===== config.mk =====
export PLATFORM = sky130hd
export DESIGN_NAME = lsr_seq
export DESIGN_NICKNAME = d
export VERILOG_FILES = /design/src/design/lsr_pkg.sv /design/src/design/lsr_seq.sv
export SDC_FILE = /design/constraint.sdc
export NUM_CORES = 1
export LEC_CHECK = 0
export ABC_AREA = 1
export BUFFER_PORTS_ARGS = -buffer_cell sky130_fd_sc_hd__buf_2
export CORE_ASPECT_RATIO = 1.75
export CORE_UTILIZATION = 50
export DETAILED_ROUTE_END_ITERATION = 16
export PLACE_DENSITY = 0.71
export SETUP_SLACK_MARGIN = 0.05
export SLEW_MARGIN = 15
export SYNTH_ARGS = -nofsm -noshare
export SYNTH_HDL_FRONTEND = slang
export SYNTH_SLANG_ARGS = --single-unit

===== constraint.sdc =====
create_clock -name clk_i -period 3.3 [get_ports clk_i]
set_input_delay 0.825 -clock clk_i [delete_from_list [all_inputs] [get_ports clk_i]]
set_output_delay 0.825 -clock clk_i [all_outputs]
set_load 0.02 [all_outputs]

===== src/design/lsr_pkg.sv =====
// ----------------------------------------------------------------------------
// lsr_pkg
// Shared sizes, item types and sequencer states of the least rotation unit.
// ----------------------------------------------------------------------------
package lsr_pkg;

  localparam int unsigned MAX_LEN = 1024;
  localparam int unsigned ADDR_W  = $clog2(MAX_LEN);
  localparam int unsigned CNT_W   = $clog2(MAX_LEN + 1);

  typedef struct packed {
    logic [7:0] char_byte;
    logic       last_char;
  } lsr_in_t;

  typedef struct packed {
    logic [9:0]  best_start;
    logic [10:0] string_length;
    logic        overflowed;
  } lsr_res_t;

  typedef struct packed {
    logic              we;
    logic [ADDR_W-1:0] addr;
    logic [7:0]        data;
  } lsr_wr_t;

  typedef struct packed {
    logic              re;
    logic [ADDR_W-1:0] addr_a;
    logic [ADDR_W-1:0] addr_b;
  } lsr_rd_t;

  typedef struct packed {
    logic busy;
    logic done;
  } lsr_stat_t;

  typedef enum logic [2:0] {
    S_IDLE,
    S_NEXT,
    S_READ,
    S_CMP,
    S_DONE
  } lsr_state_e;

endpackage


===== src/design/lsr_seq.sv =====
// ----------------------------------------------------------------------------
// lsr_seq
// Search sequencer: walks each candidate start against the current best,
// one byte pair per compare step through the shared comparator.
// ----------------------------------------------------------------------------
module lsr_seq
  import lsr_pkg::*;
(
  input  logic              clk_i,
  input  logic              rst_ni,
  input  logic              go_i,
  input  logic [CNT_W-1:0]  len_i,
  input  logic [7:0]        rdata_a_i,
  input  logic [7:0]        rdata_b_i,
  output lsr_rd_t           rd_o,
  output lsr_stat_t         stat_o,
  output logic [ADDR_W-1:0] best_o
);

  lsr_state_e state_q, state_d;

  logic [CNT_W-1:0]  i_q, i_d;
  logic [CNT_W-1:0]  k_q, k_d;
  logic [ADDR_W-1:0] pi_q, pi_d;
  logic [ADDR_W-1:0] pb_q, pb_d;
  logic [ADDR_W-1:0] best_q, best_d;

  logic [CNT_W-1:0]  pi_inc;
  logic [CNT_W-1:0]  pb_inc;
  logic [ADDR_W-1:0] pi_wrap;
  logic [ADDR_W-1:0] pb_wrap;
  logic              bytes_eq;
  logic              cand_less;

  // advance both rotation pointers, wrapping at the string length
  assign pi_inc  = CNT_W'(pi_q) + CNT_W'(1);
  assign pb_inc  = CNT_W'(pb_q) + CNT_W'(1);
  assign pi_wrap = (pi_inc >= len_i) ? '0 : ADDR_W'(pi_inc);
  assign pb_wrap = (pb_inc >= len_i) ? '0 : ADDR_W'(pb_inc);

  assign bytes_eq  = (rdata_a_i == rdata_b_i);
  assign cand_less = (rdata_a_i < rdata_b_i);

  always_comb begin
    state_d = state_q;
    case (state_q)
      S_IDLE: begin
        if (go_i) state_d = S_NEXT;
      end
      S_NEXT: begin
        state_d = (i_q >= len_i) ? S_DONE : S_READ;
      end
      S_READ: begin
        state_d = (k_q == len_i) ? S_NEXT : S_CMP;
      end
      S_CMP: begin
        state_d = bytes_eq ? S_READ : S_NEXT;
      end
      S_DONE: begin
        state_d = S_IDLE;
      end
      default: state_d = S_IDLE;
    endcase
  end

  always_comb begin
    i_d    = i_q;
    k_d    = k_q;
    pi_d   = pi_q;
    pb_d   = pb_q;
    best_d = best_q;
    case (state_q)
      S_IDLE: begin
        if (go_i) begin
          i_d    = CNT_W'(1);
          best_d = '0;
        end
      end
      S_NEXT: begin
        k_d  = '0;
        pi_d = ADDR_W'(i_q);
        pb_d = best_q;
      end
      S_READ: begin
        // full wrap with no difference: drop this candidate
        if (k_q == len_i) i_d = i_q + CNT_W'(1);
      end
      S_CMP: begin
        if (bytes_eq) begin
          k_d  = k_q + CNT_W'(1);
          pi_d = pi_wrap;
          pb_d = pb_wrap;
        end else begin
          if (cand_less) best_d = ADDR_W'(i_q);
          i_d = i_q + CNT_W'(1);
        end
      end
      default: ;
    endcase
  end

  always_comb begin
    rd_o.re     = (state_q == S_READ) && (k_q != len_i);
    rd_o.addr_a = pi_q;
    rd_o.addr_b = pb_q;
    stat_o.busy = (state_q != S_IDLE);
    stat_o.done = (state_q == S_DONE);
  end

  always_ff @(posedge clk_i or negedge rst_ni) begin
    if (!rst_ni) begin
      state_q <= S_IDLE;
      i_q     <= '0;
      k_q     <= '0;
      best_q  <= '0;
    end else begin
      state_q <= state_d;
      i_q     <= i_d;
      k_q     <= k_d;
      best_q  <= best_d;
    end
  end

  always_ff @(posedge clk_i) begin
    pi_q <= pi_d;
    pb_q <= pb_d;
  end

  assign best_o = best_q;

endmodule


==> impl_summary.md <==
Status
The run finished with clean final reports.

Setup path
The category of the most critical setup path is reg2reg. The startpoint identified for the worst register-to-register timing path is pi_q[5]. The largest driver fanout on the critical path is 10.

The endpoint kind of the worst setup timing path is a register. The data required time at the worst endpoint is 3.35 ns. The worst register-to-register path has a depth of 13. The critical register-to-register path endpoint is pi_q[3]. STA classifies the critical path startpoint as a register. The critical path data arrival time is 2.78 ns.

The worst-case register-to-register setup slack is 0.56 ns.

Clock tree
Buffers inserted to repair hold after CTS numbered 0. TritonCTS built the clock tree. The TritonCTS buffer count is 5. The clock latency reported for the late side of the worst-skew pair is 0.30 ns. The number of setup buffers added after CTS is 0. The count of clock tree sinks is 55.

The CTS root buffer is clkbuf_16. The clock-pin slew reported for the worst setup and hold paths after clock tree synthesis is 0.08 ns. The clock passes through at most 2 buffers. The count of cells resized by post-cts repair is 0. The depth of the CTS H-tree is 2.

Hold path
The worst hold path begins at best_o[5]. For hold timing, the worst endpoint is best_o[5]. The min-delay analysis places its worst path in the category reg2reg.

Counting instances, the worst hold path has a depth of 2.

Placement
The total half-perimeter wirelength after legalization and detailed placement is 9280 um. The count of input and output buffers is 62. The routability-driven placement congestion ratio is 0.943.

Finish
The number of nets at the end of the flow is 765. From synthesis to final layout, the design area changed by 12.4%. The utilization after layout is 58.0%.

The proportion of layout cells with a drive suffix above 1 is 13.5%. 0 antenna diodes ended up in the layout. The sequential standard cell area is 0.00148 mm2. The total of fill cells in the finished design is 869. The multi-input gate area in the final layout is 0.00257 mm2.

GRT
The global routing usage summed across all routing layers is 26.4%. Global routing finished with a remaining overflow of 0. The initial antenna violation count is 0. The number of global-route vias before repair was 4188. The wire length of the first global-routing pass is 19000 um. The maximum number of pins on one net before global-route repair is 38.

Yosys
Averaged over all synthesized cells, the footprint is 7.12 um2. The gate count after technology mapping is 629. Yosys printed 0 warnings. The synthesized netlist net count is 704. The count of different cell masters after synthesis is 37. After synthesis, the largest area contributor takes up 19.6% of total cell area. Summing every instance area after synthesis gives 0.00448 mm2. By area the synthesized netlist is led by dfrtp_1, nand2_1, edfxtp_1. The post-synthesis cell type with the largest combined area is dfrtp_1. Synthesis inferred 55 register bits. The sequential cell area fraction in the yosys report is 33.0%.

Timing
The total count of max-transition violations in the final report is 0. The total count of hold-check failures in the final report is 0. The worst path uses 82.9% of the clock period. The post-route minimum period is 2.74 ns.

The transition time of the tightest slew-check pin is 0.825 ns. The top achievable clock speed is 365 MHz. Hold is met by 0.510 ns.

The final worst clock skew is 0.00613 ns. The headroom to the max-slew limit is 45.0%. Summed over all failing endpoints, the final setup total negative slack is 0 ns. Setup violations remaining at the end of the flow were counted as 0. Setup repair after global routing left no endpoint under its margin.

Detailed routing
In the routed design, unresolved DRC markers number 0. After detailed routing, the average wire length per cell comes to 14.5 um. The remaining antenna violation count after routing is 0. The total number of vias is 4380. Summed over all layers, the routed wires come to 11700 um. For this run, the detailed router's first-pass iteration total came to 5. The routed via count divided by cell count is 5.42. In this run, the number of DRC markers left after iteration 0 of detailed routing was 265.

Floorplan
The die covers 0.00935 mm2. The floorplan has 45 rows. The initial core utilization is 51.6%. The total area inside the core boundary comes to 0.00867 mm2.

The die extent in y is 127 um. The number of placed I/O pins is 63. The floorplan die width is 73.5 um.

Power
Summed over all cells, the static leakage comes to 2.73 nW. For this design the ratio of total power to cell area is 694 mW/mm2. IR analysis of the VDD net gives a maximum drop of 0.348 mV. The design draws 0.00349 W.

Flow run
The tool flagged a number of max-cap violations equal to 0.
==> synth_stat cells (all sizes together) <==
cell type / instances
a22oi: 1
o21bai: 3
clkbuf: 5
nand4: 45
nor2: 53
a21o: 1
a21boi: 1
o21a: 2
nand3: 41
clkinv: 2
nand2: 212
xor2: 7
or2: 2
dfrtp: 35
inv: 90
buf: 7
edfxtp: 20
a21oi: 22
nor3: 12
o21ai: 13
xnor2: 8
ha: 45
o31ai: 2
==> state kept, by name, summed over array words and instances, names as in the netlist <==
register	flops
k_q	11
best_o	10
pi_q	10
i_q	11
state_q	3
pb_q	10
==> report_power, final <==
part | switching, W | internal, W
clock network | 0.000256 | 0.000285
registers | 0.000206 | 0.000931
logic | 0.00125 | 0.000559
==> worst max path at each step <==
stage              start  endpoint
3_5_place_dp     pi_q[5]   pi_q[0]
4_1_cts          pi_q[5]   pi_q[3]
2_1_floorplan    pi_q[0]   pi_q[9]
5_1_grt          pi_q[0]   pi_q[0]
6_report         pi_q[5]   pi_q[3]
3_3_place_gp   len_i[10]  rd_o[20]
==> cells in the final DEF, fill, tap and decap left out, types with 7 or more instances in the layout <==
cell	netlist	layout
buf_2	3	62
xnor2_1	8	8
nand3_1	38	38
a21oi_1	22	22
xor2_1	7	7
nor2_1	51	51
nand4_1	45	45
inv_1	85	85
ha_1	45	45
edfxtp_1	20	20
dfrtp_1	35	35
nand2_1	206	206
nor3_1	11	11
o21ai_0	9	9
==> per-stage QoR <==
| step | worst slack [ns] | instance area [um2] | instances |
|---|---|---|---|
| after CTS | 0.605 | 5030 | 808 |
| after detailed placement | 0.637 | 4880 | 800 |
| final | 0.564 | 5030 | 808 |
| after floorplan | 0.826 | 4480 | 629 |
| after global routing | 0.254 | 5030 | 808 |
| after global placement | 0.685 | 4880 | 800 |
==> logic make-up after synthesis <==
family,Yosys count,share of synthesized area (%)
xor+xnor,15,2.93
flops,55,33.0
fa+ha+maj,45,12.6
buf+inv,104,9.70
simple gates,365,36.2
compound gates,45,5.59
==> worst max-delay path: stages (launching register included) <==
cell and delay (ns):
edfxtp_1 0.48, inv_1 0.09, nor3_1 0.39, nand3_1 0.13
nand2_1 0.08, nand2_1 0.09, ha_1 0.29, nand2_1 0.05
nor2_1 0.12, nand2_1 0.09, nor3_1 0.13, o21ai_1 0.26
nand4_1 0.19, nand2_1 0.07
==> area by class of cell <==
type	count	area share, %
clock buffers	5	2.49
multi-input cells	470	51.0
flip-flops and latches	55	29.4
inverters	92	6.97
well taps	117	2.91
repair buffers	66	6.77
clock inverters	3	0.498
==> metal layers <==
layer | track usage [%] | share of wire (%) | routed length (um) | up-vias
met5 | 0 | 0 | 0 | -
met4 | 13.7 | 4.4 | 513 | 0
met3 | 2.44 | 3.6 | 421 | 33
met2 | 49.2 | 53 | 6280 | 129
met1 | 28.3 | 39 | 4520 | 2041
li1 | - | - | - | 2177
Power figures use the tool's default switching activity.
